### config.mk
export PLATFORM = sky130hd
export DESIGN_NAME = motor_speed_pid_pwm
export DESIGN_NICKNAME = d
export VERILOG_FILES = /design/src/rtl/mspp_pkg.sv /design/src/rtl/motor_speed_pid_pwm.sv
export SDC_FILE = /design/constraint.sdc
export NUM_CORES = 2
export LEC_CHECK = 0
export ABC_AREA = 1
export BUFFER_PORTS_ARGS = -buffer_cell sky130_fd_sc_hd__buf_2
export CORE_MARGIN = 10
export CORE_UTILIZATION = 49
export CTS_BUF_LIST = sky130_fd_sc_hd__clkbuf_4 sky130_fd_sc_hd__clkbuf_8
export CTS_CLUSTER_DIAMETER = 30
export CTS_CLUSTER_SIZE = 8
export DETAILED_ROUTE_END_ITERATION = 6
export PLACE_DENSITY = 0.65
export SYNTH_ARGS = -nofsm -noshare
export SYNTH_HDL_FRONTEND = slang
export SYNTH_SLANG_ARGS = --single-unit
### constraint.sdc
create_clock -name aclk -period 11.25 [get_ports aclk]
set_input_delay 1.125 -clock aclk [delete_from_list [all_inputs] [get_ports aclk]]
set_output_delay 1.125 -clock aclk [all_outputs]
set_load 0.02 [all_outputs]
### src/rtl/mspp_pkg.sv
`timescale 1ns / 1ps
`default_nettype none

package mspp_pkg;

    // field widths
    localparam int GAIN_W   = 24;
    localparam int SPEED_W  = 15;
    localparam int RPM_W    = 16;
    localparam int DUTY_W   = 15;
    localparam int ERR_W    = 18;
    localparam int DERIV_W  = 19;
    localparam int SPAN_W   = 17;
    localparam int PID_W    = 48;
    localparam int QUO_W    = 16;
    localparam int CFG_IDX_W = 3;

    // register indexes
    typedef enum logic [CFG_IDX_W-1:0] {
        CFG_KP        = 3'd0,
        CFG_KI        = 3'd1,
        CFG_KD        = 3'd2,
        CFG_SPD_LIMIT = 3'd3,
        CFG_SPD_BASE  = 3'd4,
        CFG_DUTY_MAX  = 3'd5,
        CFG_INVERT    = 3'd6
    } cfg_idx_t;

    // product phases
    typedef enum logic [1:0] {
        PH_P = 2'd0,
        PH_D = 2'd1,
        PH_I = 2'd2
    } phase_t;

    typedef enum logic [3:0] {
        ST_IDLE,
        ST_LOAD,
        ST_MUL,
        ST_SAT,
        ST_PREP,
        ST_SCALE,
        ST_DIVPREP,
        ST_OVF,
        ST_DIV,
        ST_FIN
    } state_t;

endpackage

`default_nettype wire

### src/rtl/motor_speed_pid_pwm.sv
`timescale 1ns / 1ps
`default_nettype none

// Speed PID with sign-magnitude PWM output, one wheel per instance. Each input
// beat carries a setpoint and a measured speed in RPM; the block clamps the
// measured speed to +- the speed limit, updates a saturating integral and the
// previous error, forms pid = e*kp + integral*ki + (e - prev)*kd in
// Q.GAIN_FRAC_BITS saturated to 48 bits, scales it by
// duty_max / (speed limit - span base), saturates to +-duty_max, optionally
// negates it and returns one result beat with the PID sum, the PWM compare
// value and the reverse bit. A zero span gives full duty for a nonzero PID
// sum. The datapath is bit serial: the three gain products go through one
// shift-add accumulator at one gain bit per cycle, the duty scaling is a
// shift-add over the duty_max bits and the quotient comes from an overflow
// check state and a 16-bit restoring divider, both skipped with a zero
// span. The next input beat is taken only once the previous result has
// gone into the output register. Registers are written through
// cfg_we/cfg_addr/cfg_wdata only while the block is idle: the user must
// keep to this, as the block itself does not enforce it.
module motor_speed_pid_pwm
    import mspp_pkg::*;
#(
    parameter int GAIN_FRAC_BITS = 16,
    parameter int INTEGRAL_WIDTH = 32
) (
    input  wire logic                 aclk,
    input  wire logic                 aresetn,

    // configuration write port
    input  wire logic                 cfg_we,
    input  wire logic [CFG_IDX_W-1:0] cfg_addr,
    input  wire logic [GAIN_W-1:0]    cfg_wdata,

    // input stream
    input  wire logic                 s_tvalid,
    output logic                      s_tready,
    input  wire logic [31:0]          s_tdata,  // setpoint_rpm[15:0], measured_rpm[31:16]

    // result stream
    output logic                      m_tvalid,
    input  wire logic                 m_tready,
    output logic [63:0]               m_tdata   // pid_output[47:0], compare_value[62:48],
                                                // reverse[63]
);

    // exact sum of all three products
    localparam int SUM_W = (INTEGRAL_WIDTH + 26 > PID_W) ? INTEGRAL_WIDTH + 26 : PID_W;
    // accumulator and multiplicand also hold |pid| * duty_max
    localparam int ACC_W = (SUM_W > PID_W + DUTY_W) ? SUM_W : PID_W + DUTY_W;
    // divisor is |span| scaled to Q.GAIN_FRAC_BITS
    localparam int DEN_W = SPAN_W + GAIN_FRAC_BITS;
    localparam int DIV_W = (DEN_W + QUO_W + 1 > 64) ? DEN_W + QUO_W + 1 : 64;
    localparam int IW    = INTEGRAL_WIDTH;

    // configuration registers
    logic signed [GAIN_W-1:0]  kp_reg, ki_reg, kd_reg;
    logic [SPEED_W-1:0]        spd_limit_reg;
    logic signed [RPM_W-1:0]   spd_base_reg;
    logic [DUTY_W-1:0]         duty_max_reg;
    logic                      invert_reg;

    // controller state
    logic signed [IW-1:0]      integ_reg, integ_next;
    logic signed [ERR_W-1:0]   prev_reg, prev_next;
    logic signed [ERR_W-1:0]   err_reg, err_next;
    logic signed [DERIV_W-1:0] deriv_reg, deriv_next;

    // sequencer
    state_t                    state_reg, state_next;
    phase_t                    phase_reg, phase_next;
    logic [4:0]                cnt_reg, cnt_next;

    // serial datapath
    logic signed [ACC_W-1:0]   acc_reg, acc_next;
    logic [ACC_W-1:0]          mcand_reg, mcand_next;
    logic [GAIN_W-1:0]         mplier_reg, mplier_next;
    logic signed [PID_W-1:0]   pid_reg, pid_next;
    logic [DIV_W-1:0]          num_reg, num_next;
    logic [DIV_W-1:0]          dsh_reg, dsh_next;
    logic [QUO_W-1:0]          quo_reg, quo_next;
    logic                      ovf_reg, ovf_next;

    // output register
    logic                      m_valid_reg, m_valid_next;
    logic [63:0]               m_data_reg, m_data_next;

    // ---------------------------------------------------------------------
    // configuration writes
    // ---------------------------------------------------------------------
    always_ff @(posedge aclk) begin
        if (!aresetn) begin
            kp_reg        <= '0;
            ki_reg        <= '0;
            kd_reg        <= '0;
            spd_limit_reg <= '0;
            spd_base_reg  <= '0;
            duty_max_reg  <= '0;
            invert_reg    <= 1'b0;
        end else if (cfg_we) begin
            unique case (cfg_addr)
                CFG_KP:        kp_reg        <= cfg_wdata;
                CFG_KI:        ki_reg        <= cfg_wdata;
                CFG_KD:        kd_reg        <= cfg_wdata;
                CFG_SPD_LIMIT: spd_limit_reg <= cfg_wdata[SPEED_W-1:0];
                CFG_SPD_BASE:  spd_base_reg  <= cfg_wdata[RPM_W-1:0];
                CFG_DUTY_MAX:  duty_max_reg  <= cfg_wdata[DUTY_W-1:0];
                CFG_INVERT:    invert_reg    <= cfg_wdata[0];
                default: ;
            endcase
        end
    end

    // ---------------------------------------------------------------------
    // input side: error, derivative and integral update at the input beat
    // ---------------------------------------------------------------------
    logic                     s_fire;
    logic signed [16:0]       meas17, max17, clamp17;
    logic signed [ERR_W-1:0]  err_in;
    logic signed [IW:0]       integ_sum;

    assign s_tready = (state_reg == ST_IDLE);
    assign s_fire   = s_tvalid && s_tready;

    always_comb begin
        meas17 = 17'(signed'(s_tdata[31:16]));
        max17  = signed'({2'b00, spd_limit_reg});
        if (meas17 > max17) begin
            clamp17 = max17;
        end else if (meas17 < -max17) begin
            clamp17 = -max17;
        end else begin
            clamp17 = meas17;
        end
        err_in    = ERR_W'(signed'(s_tdata[15:0])) - ERR_W'(clamp17);
        integ_sum = (IW+1)'(integ_reg) + (IW+1)'(err_in);
    end

    // span and its magnitude for the scaling divide
    logic signed [SPAN_W-1:0] span;
    logic [SPAN_W-1:0]        span_mag;
    logic                     span_zero, span_neg;

    always_comb begin
        span      = SPAN_W'(signed'({1'b0, spd_limit_reg})) - SPAN_W'(spd_base_reg);
        span_neg  = span[SPAN_W-1];
        span_mag  = span_neg ? SPAN_W'(-span) : SPAN_W'(span);
        span_zero = (span == '0);
    end

    // ---------------------------------------------------------------------
    // next state
    // ---------------------------------------------------------------------
    always_comb begin
        state_next = state_reg;
        unique case (state_reg)
            ST_IDLE:    if (s_fire) state_next = ST_LOAD;
            ST_LOAD:    state_next = ST_MUL;
            ST_MUL: begin
                if (cnt_reg == 5'(GAIN_W - 1)) begin
                    state_next = (phase_reg == PH_I) ? ST_SAT : ST_LOAD;
                end
            end
            ST_SAT:     state_next = ST_PREP;
            ST_PREP:    state_next = ST_SCALE;
            ST_SCALE:   if (cnt_reg == 5'(DUTY_W - 1)) state_next = ST_DIVPREP;
            ST_DIVPREP: state_next = span_zero ? ST_FIN : ST_OVF;
            ST_OVF:     state_next = ST_DIV;
            ST_DIV:     if (cnt_reg == 5'(QUO_W - 1)) state_next = ST_FIN;
            ST_FIN:     if (!m_valid_reg || m_tready) state_next = ST_IDLE;
            default:    state_next = ST_IDLE;
        endcase
    end

    // ---------------------------------------------------------------------
    // datapath next values
    // ---------------------------------------------------------------------
    logic [ACC_W-1:0]      addend;
    logic                  pid_neg;
    logic [PID_W-1:0]      pid_mag;
    logic                  pid_fits;
    logic [QUO_W-1:0]      q_sat;
    logic                  duty_neg, duty_nz;
    logic [DUTY_W-1:0]     cmp_val;

    always_comb begin
        integ_next   = integ_reg;
        prev_next    = prev_reg;
        err_next     = err_reg;
        deriv_next   = deriv_reg;
        phase_next   = phase_reg;
        cnt_next     = cnt_reg;
        acc_next     = acc_reg;
        mcand_next   = mcand_reg;
        mplier_next  = mplier_reg;
        pid_next     = pid_reg;
        num_next     = num_reg;
        dsh_next     = dsh_reg;
        quo_next     = quo_reg;
        ovf_next     = ovf_reg;
        m_valid_next = m_valid_reg;
        m_data_next  = m_data_reg;

        addend   = '0;
        pid_neg  = pid_reg[PID_W-1];
        pid_mag  = pid_neg ? PID_W'(-pid_reg) : PID_W'(pid_reg);
        pid_fits = (acc_reg[ACC_W-1:PID_W-1] == '0) || (acc_reg[ACC_W-1:PID_W-1] == '1);

        // duty magnitude and sign
        if (span_zero) begin
            q_sat    = (pid_reg != '0) ? QUO_W'(duty_max_reg) : '0;
            duty_neg = pid_neg;
        end else begin
            q_sat    = (ovf_reg || quo_reg > QUO_W'(duty_max_reg)) ?
                       QUO_W'(duty_max_reg) : quo_reg;
            duty_neg = pid_neg ^ span_neg;
        end
        duty_neg = duty_neg ^ invert_reg;
        duty_nz  = (q_sat != '0);
        if (!duty_nz) begin
            cmp_val = '0;
        end else if (duty_neg) begin
            cmp_val = duty_max_reg - DUTY_W'(q_sat);
        end else begin
            cmp_val = DUTY_W'(q_sat);
        end

        if (m_valid_reg && m_tready) m_valid_next = 1'b0;

        unique case (state_reg)
            ST_IDLE: begin
                if (s_fire) begin
                    err_next   = err_in;
                    deriv_next = DERIV_W'(err_in) - DERIV_W'(prev_reg);
                    prev_next  = err_in;
                    if (integ_sum[IW] != integ_sum[IW-1]) begin
                        integ_next = integ_sum[IW] ? {1'b1, {(IW-1){1'b0}}}
                                                   : {1'b0, {(IW-1){1'b1}}};
                    end else begin
                        integ_next = integ_sum[IW-1:0];
                    end
                    phase_next = PH_P;
                    acc_next   = '0;
                end
            end
            ST_LOAD: begin
                cnt_next = '0;
                case (phase_reg)
                    PH_P: begin
                        mcand_next  = ACC_W'(err_reg);
                        mplier_next = kp_reg;
                    end
                    PH_D: begin
                        mcand_next  = ACC_W'(deriv_reg);
                        mplier_next = kd_reg;
                    end
                    default: begin
                        mcand_next  = ACC_W'(integ_reg);
                        mplier_next = ki_reg;
                    end
                endcase
            end
            ST_MUL: begin
                // top gain bit carries negative weight
                if (mplier_reg[0]) begin
                    addend = (cnt_reg == 5'(GAIN_W - 1)) ? -mcand_reg : mcand_reg;
                end
                acc_next    = acc_reg + signed'(addend);
                mcand_next  = mcand_reg << 1;
                mplier_next = mplier_reg >> 1;
                cnt_next    = cnt_reg + 5'd1;
                if (cnt_reg == 5'(GAIN_W - 1)) begin
                    case (phase_reg)
                        PH_P:    phase_next = PH_D;
                        PH_D:    phase_next = PH_I;
                        default: phase_next = PH_I;
                    endcase
                end
            end
            ST_SAT: begin
                if (pid_fits) begin
                    pid_next = acc_reg[PID_W-1:0];
                end else begin
                    pid_next = acc_reg[ACC_W-1] ? {1'b1, {(PID_W-1){1'b0}}}
                                                : {1'b0, {(PID_W-1){1'b1}}};
                end
            end
            ST_PREP: begin
                mcand_next  = ACC_W'(pid_mag);
                mplier_next = GAIN_W'(duty_max_reg);
                num_next    = '0;
                cnt_next    = '0;
            end
            ST_SCALE: begin
                if (mplier_reg[0]) num_next = num_reg + DIV_W'(mcand_reg);
                mcand_next  = mcand_reg << 1;
                mplier_next = mplier_reg >> 1;
                cnt_next    = cnt_reg + 5'd1;
            end
            ST_DIVPREP: begin
                dsh_next = DIV_W'(span_mag) << (GAIN_FRAC_BITS + QUO_W);
                quo_next = '0;
                ovf_next = 1'b0;
                cnt_next = '0;
            end
            ST_OVF: begin
                // quotient too big for the divider width: saturates anyway
                ovf_next = (num_reg >= dsh_reg);
                dsh_next = dsh_reg >> 1;
            end
            ST_DIV: begin
                if (num_reg >= dsh_reg) begin
                    num_next = num_reg - dsh_reg;
                    quo_next = {quo_reg[QUO_W-2:0], 1'b1};
                end else begin
                    quo_next = {quo_reg[QUO_W-2:0], 1'b0};
                end
                dsh_next = dsh_reg >> 1;
                cnt_next = cnt_reg + 5'd1;
            end
            ST_FIN: begin
                if (!m_valid_reg || m_tready) begin
                    m_valid_next = 1'b1;
                    m_data_next  = {duty_nz & duty_neg, cmp_val, pid_reg};
                end
            end
            default: ;
        endcase
    end

    // ---------------------------------------------------------------------
    // registers
    // ---------------------------------------------------------------------
    always_ff @(posedge aclk) begin
        if (!aresetn) begin
            state_reg   <= ST_IDLE;
            phase_reg   <= PH_P;
            cnt_reg     <= '0;
            integ_reg   <= '0;
            prev_reg    <= '0;
            m_valid_reg <= 1'b0;
        end else begin
            state_reg   <= state_next;
            phase_reg   <= phase_next;
            cnt_reg     <= cnt_next;
            integ_reg   <= integ_next;
            prev_reg    <= prev_next;
            m_valid_reg <= m_valid_next;
        end
    end

    always_ff @(posedge aclk) begin
        err_reg    <= err_next;
        deriv_reg  <= deriv_next;
        acc_reg    <= acc_next;
        mcand_reg  <= mcand_next;
        mplier_reg <= mplier_next;
        pid_reg    <= pid_next;
        num_reg    <= num_next;
        dsh_reg    <= dsh_next;
        quo_reg    <= quo_next;
        ovf_reg    <= ovf_next;
        m_data_reg <= m_data_next;
    end

    assign m_tvalid = m_valid_reg;
    assign m_tdata  = m_data_reg;

endmodule

`default_nettype wire

==> flow_metrics.env <==
export IMPL_grt_max_degree=98
export IMPL_seqPwrFrac=0.253
export IMPL_die_area_um2=108100
export IMPL_whs_ns=0.4615
export IMPL_cts_sinks=610
export IMPL_clk_latency_ns=0.89
export IMPL_finClkSkew_ns=0.06111
export IMPL_ys_top_cells_by_area="edfxtp_1 28%, nand2_1 10%, ha_1 8.7%"
export IMPL_r2r_cells=44
export IMPL_p_per_area_nw_per_um2=312.4
export IMPL_critPathKind="reg -> reg"
export IMPL_synth_top_area_share=0.2756
export IMPL_wl_per_cell_um=21.20
export IMPL_setup_worst_path_start_class="flip-flop"
export IMPL_p_int_mw=8.022
export IMPL_cp_common_cell="nand2_1"
export IMPL_slew_viol_final=0
export IMPL_fin_setup_tns_ns=0
export IMPL_cts_tree="yes"
export IMPL_drv_cap=0
export IMPL_async_reset_ff_frac=0
export IMPL_synth_area_leader_cell="edfxtp_1"
export IMPL_placementRows=113
export IMPL_die_width_um=328.8
export IMPL_worst_pin_slew_ns=1.134
export IMPL_synthFlopType="edfxtp_1"
export IMPL_reg2reg_from="spd_limit_reg[0]$_SDFFE_PN0P_"
export IMPL_period_minus_slack_ns=9.799
export IMPL_grt_pass1_vias=43538
export IMPL_multi_input_area_um2=26480
export IMPL_vias_per_cell=5.754
export IMPL_initial_core_util=0.4927
export IMPL_fp_dieH_um=328.8
export IMPL_num_io_pins=130
export IMPL_finalSetupViolCount=0
export IMPL_ctsHoldBuffers=0
export IMPL_synth_edf_count=429
export IMPL_drt_total_wl_um=172200
export IMPL_comb_power_share=0.554
export IMPL_io_buffers=129
export IMPL_power_total_mw=16.31
export IMPL_rsz0062_at_grt="false"
export IMPL_remaining_drc_errors=0
export IMPL_dp_hpwl_um=134400
export IMPL_grt_antenna_before_repair=16
export IMPL_hp_start="spd_base_reg[9]$_SDFFE_PN0P_"
export IMPL_cts_buffer_depth=3
export IMPL_yosysWarnings=0
export IMPL_cp_slowest_cell="nand2_1"
export IMPL_slew_headroom=0.2408
export IMPL_switching_share=0.5083
export IMPL_hp_class="reg -> reg"
export IMPL_fillCellCount=9400
export IMPL_syn_inst=6574
export IMPL_status="complete, no violations"
export IMPL_ys_types=61
export IMPL_clkTransAtPathRegs_ns=0.06
export IMPL_cts_root_buf="clkbuf_8"
export IMPL_fin_nets=7124
export IMPL_r2r_end="integ_reg[11]$_SDFFE_PN0P_"
export IMPL_seqCellArea_um2=16510
export IMPL_hold_depth=2
export IMPL_area_growth_pct=11.74
export IMPL_core_area_um2=94870
export IMPL_p_sw_mw=8.292
export IMPL_finalHoldViolCount=0
export IMPL_synth_avg_cell_area_um2=7.110
export IMPL_critPathMaxFanout=31
export IMPL_crit_start="spd_limit_reg[0]$_SDFFE_PN0P_"
export IMPL_cts_setup_buffers=0
export IMPL_fmax_mhz=102.1
export IMPL_ys_seq_elements=610
export IMPL_synth_area_um2=46740
export IMPL_numCtsBuffers=153
export IMPL_drive_gt1_frac=0.07716
export IMPL_grt_pass1_wl_um=259000
export IMPL_yosysSeqAreaShare=0.3532
export IMPL_p_leak_nw=22.30
export IMPL_drt_iter0_drc=5089
export IMPL_vias=46736
export IMPL_placed_cell_area_um2=48670
export IMPL_p_clk_frac=0.193
export IMPL_holdPathEnd="spd_base_reg[9]$_SDFFE_PN0P_"
export IMPL_postRouteAntennaNets=0
export IMPL_arrival_ns=10.58
export IMPL_mappedNetlistNets=6970
export IMPL_grt_use_total=0.3083
export IMPL_crit_path_end_kind="flip-flop"
export IMPL_max_stage_delay_ns=0.83
export IMPL_drt_pre_antenna_iters=6
export IMPL_gp_congestion=1.001
export IMPL_vdd_drop_max_mv=0.2070
export IMPL_post_route_period_util=0.8710
export IMPL_fin_area_um2=52220
export IMPL_overflow=0
export IMPL_cts_resized=0
export IMPL_r2r_slack_ns=1.45
export IMPL_cp_required_ns=12.03
export IMPL_htree_levels=4
-- cells by family after synthesis --
family	Yosys count	synth area share
buf+inv	1012	0.08251
xor+xnor	130	0.02436
flops	610	0.3532
compound gates	1712	0.2026
fa+ha+maj	332	0.09016
simple gates	2778	0.2472
-- cell type report --
| class | instances | share of cell area |
|---|---|---|
| Antenna cell | 2 | 0.00009583 |
| Inverter | 844 | 0.06066 |
| Timing Repair Buffer | 167 | 0.01787 |
| Clock inverter | 105 | 0.02278 |
| Sequential cell | 610 | 0.3161 |
| Clock buffer | 178 | 0.04523 |
| Tap cell | 1265 | 0.03031 |
| Multi-Input combinational cell | 4952 | 0.5070 |
-- synthesized netlist by cell type (all sizes together), types with 28 or more instances --
master  instances
a21o           42
nor3          122
inv           843
xnor2          35
o21ai         655
o21bai         28
clkbuf        141
ha            324
dfxtp         181
a31oi          59
o211ai         51
nor4           34
nor2          934
edfxtp        429
o21a           38
nand3         318
xor2           95
nand4          63
nand2        1254
a21oi         724
-- through the flow --
stage / std cells / setup slack, ns / util
6_report: 8123 / 1.451 / 0.5505
5_1_grt: 8123 / 0.2480 / 0.5505
4_1_cts: 8121 / 1.462 / 0.5504
3_5_place_dp: 7838 / 1.511 / 0.5130
3_3_place_gp: 7838 / 1.629 / 0.5130
2_1_floorplan: 6574 / 3.373 / -
-- placed cells by master, fill, tap and decap left out, drive strengths merged, types with 8 or more instances in the layout --
cell type  count
nand3b        17
clkinv        52
a21o          42
xnor2         35
o221ai        14
o22ai         11
dfxtp        181
o211ai        51
edfxtp       429
o31ai          8
or2           26
a31oi         59
inv          855
clkbuf       178
a22o           8
a21oi        724
o21ai        655
bufinv        21
o21a          38
a21boi        18
fa             8
xor2          95
clkinvlp      21
nor3         122
a221oi         8
nand2       1254
a221o         15
nand3        318
nor2         934
buf          167
nor4          34
o21bai        28
nand4         63
a211oi        15
ha           324
-- critical path: cells and delay by family (launching register included) --
kind,cells,cell delay [ns]
simple gates,24,4.88
compound gates,14,2.78
fa+ha+maj,4,1.53
flops,1,0.31
buf+inv,2,0.17
-- worst max-delay path by stage --
stage / end / depth (start not counted) / slack [ns]
6_report: integ_reg[11]$_SDFFE_PN0P_ / 44 / 1.45
5_1_grt: integ_reg[28]$_SDFFE_PN0P_ / 44 / 0.25
4_1_cts: integ_reg[15]$_SDFFE_PN0P_ / 44 / 1.46
3_5_place_dp: integ_reg[29]$_SDFFE_PN0P_ / 44 / 1.51
3_3_place_gp: integ_reg[29]$_SDFFE_PN0P_ / 44 / 1.63
2_1_floorplan: m_tdata[0]$_DFFE_PP_ / 2 / 3.37
-- power groups by stage --
stage	combinational (mW)	clock, mW	sequential (mW)
6_report	9.03	3.15	4.13
4_1_cts	8.86	3.19	4.12
3_3_place_gp	8.74	0	4.15
3_5_place_dp	8.80	0	4.15
5_1_grt	9.96	3.31	4.17
2_1_floorplan	6.10	0	3.88
-- metal layers --
| layer | share of wire | vias to the layer above | routed length, um | track usage |
|---|---|---|---|---|
| li1 | - | 22736 | - | - |
| met1 | 0.43 | 21695 | 74040 | 0.4088 |
| met2 | 0.44 | 1916 | 76270 | 0.4848 |
| met3 | 0.083 | 371 | 14230 | 0.06230 |
| met4 | 0.044 | 18 | 7571 | 0.1295 |
| met5 | 0.00068 | - | 117 | 0 |
Note: power is estimated with default switching activity, not from simulation.
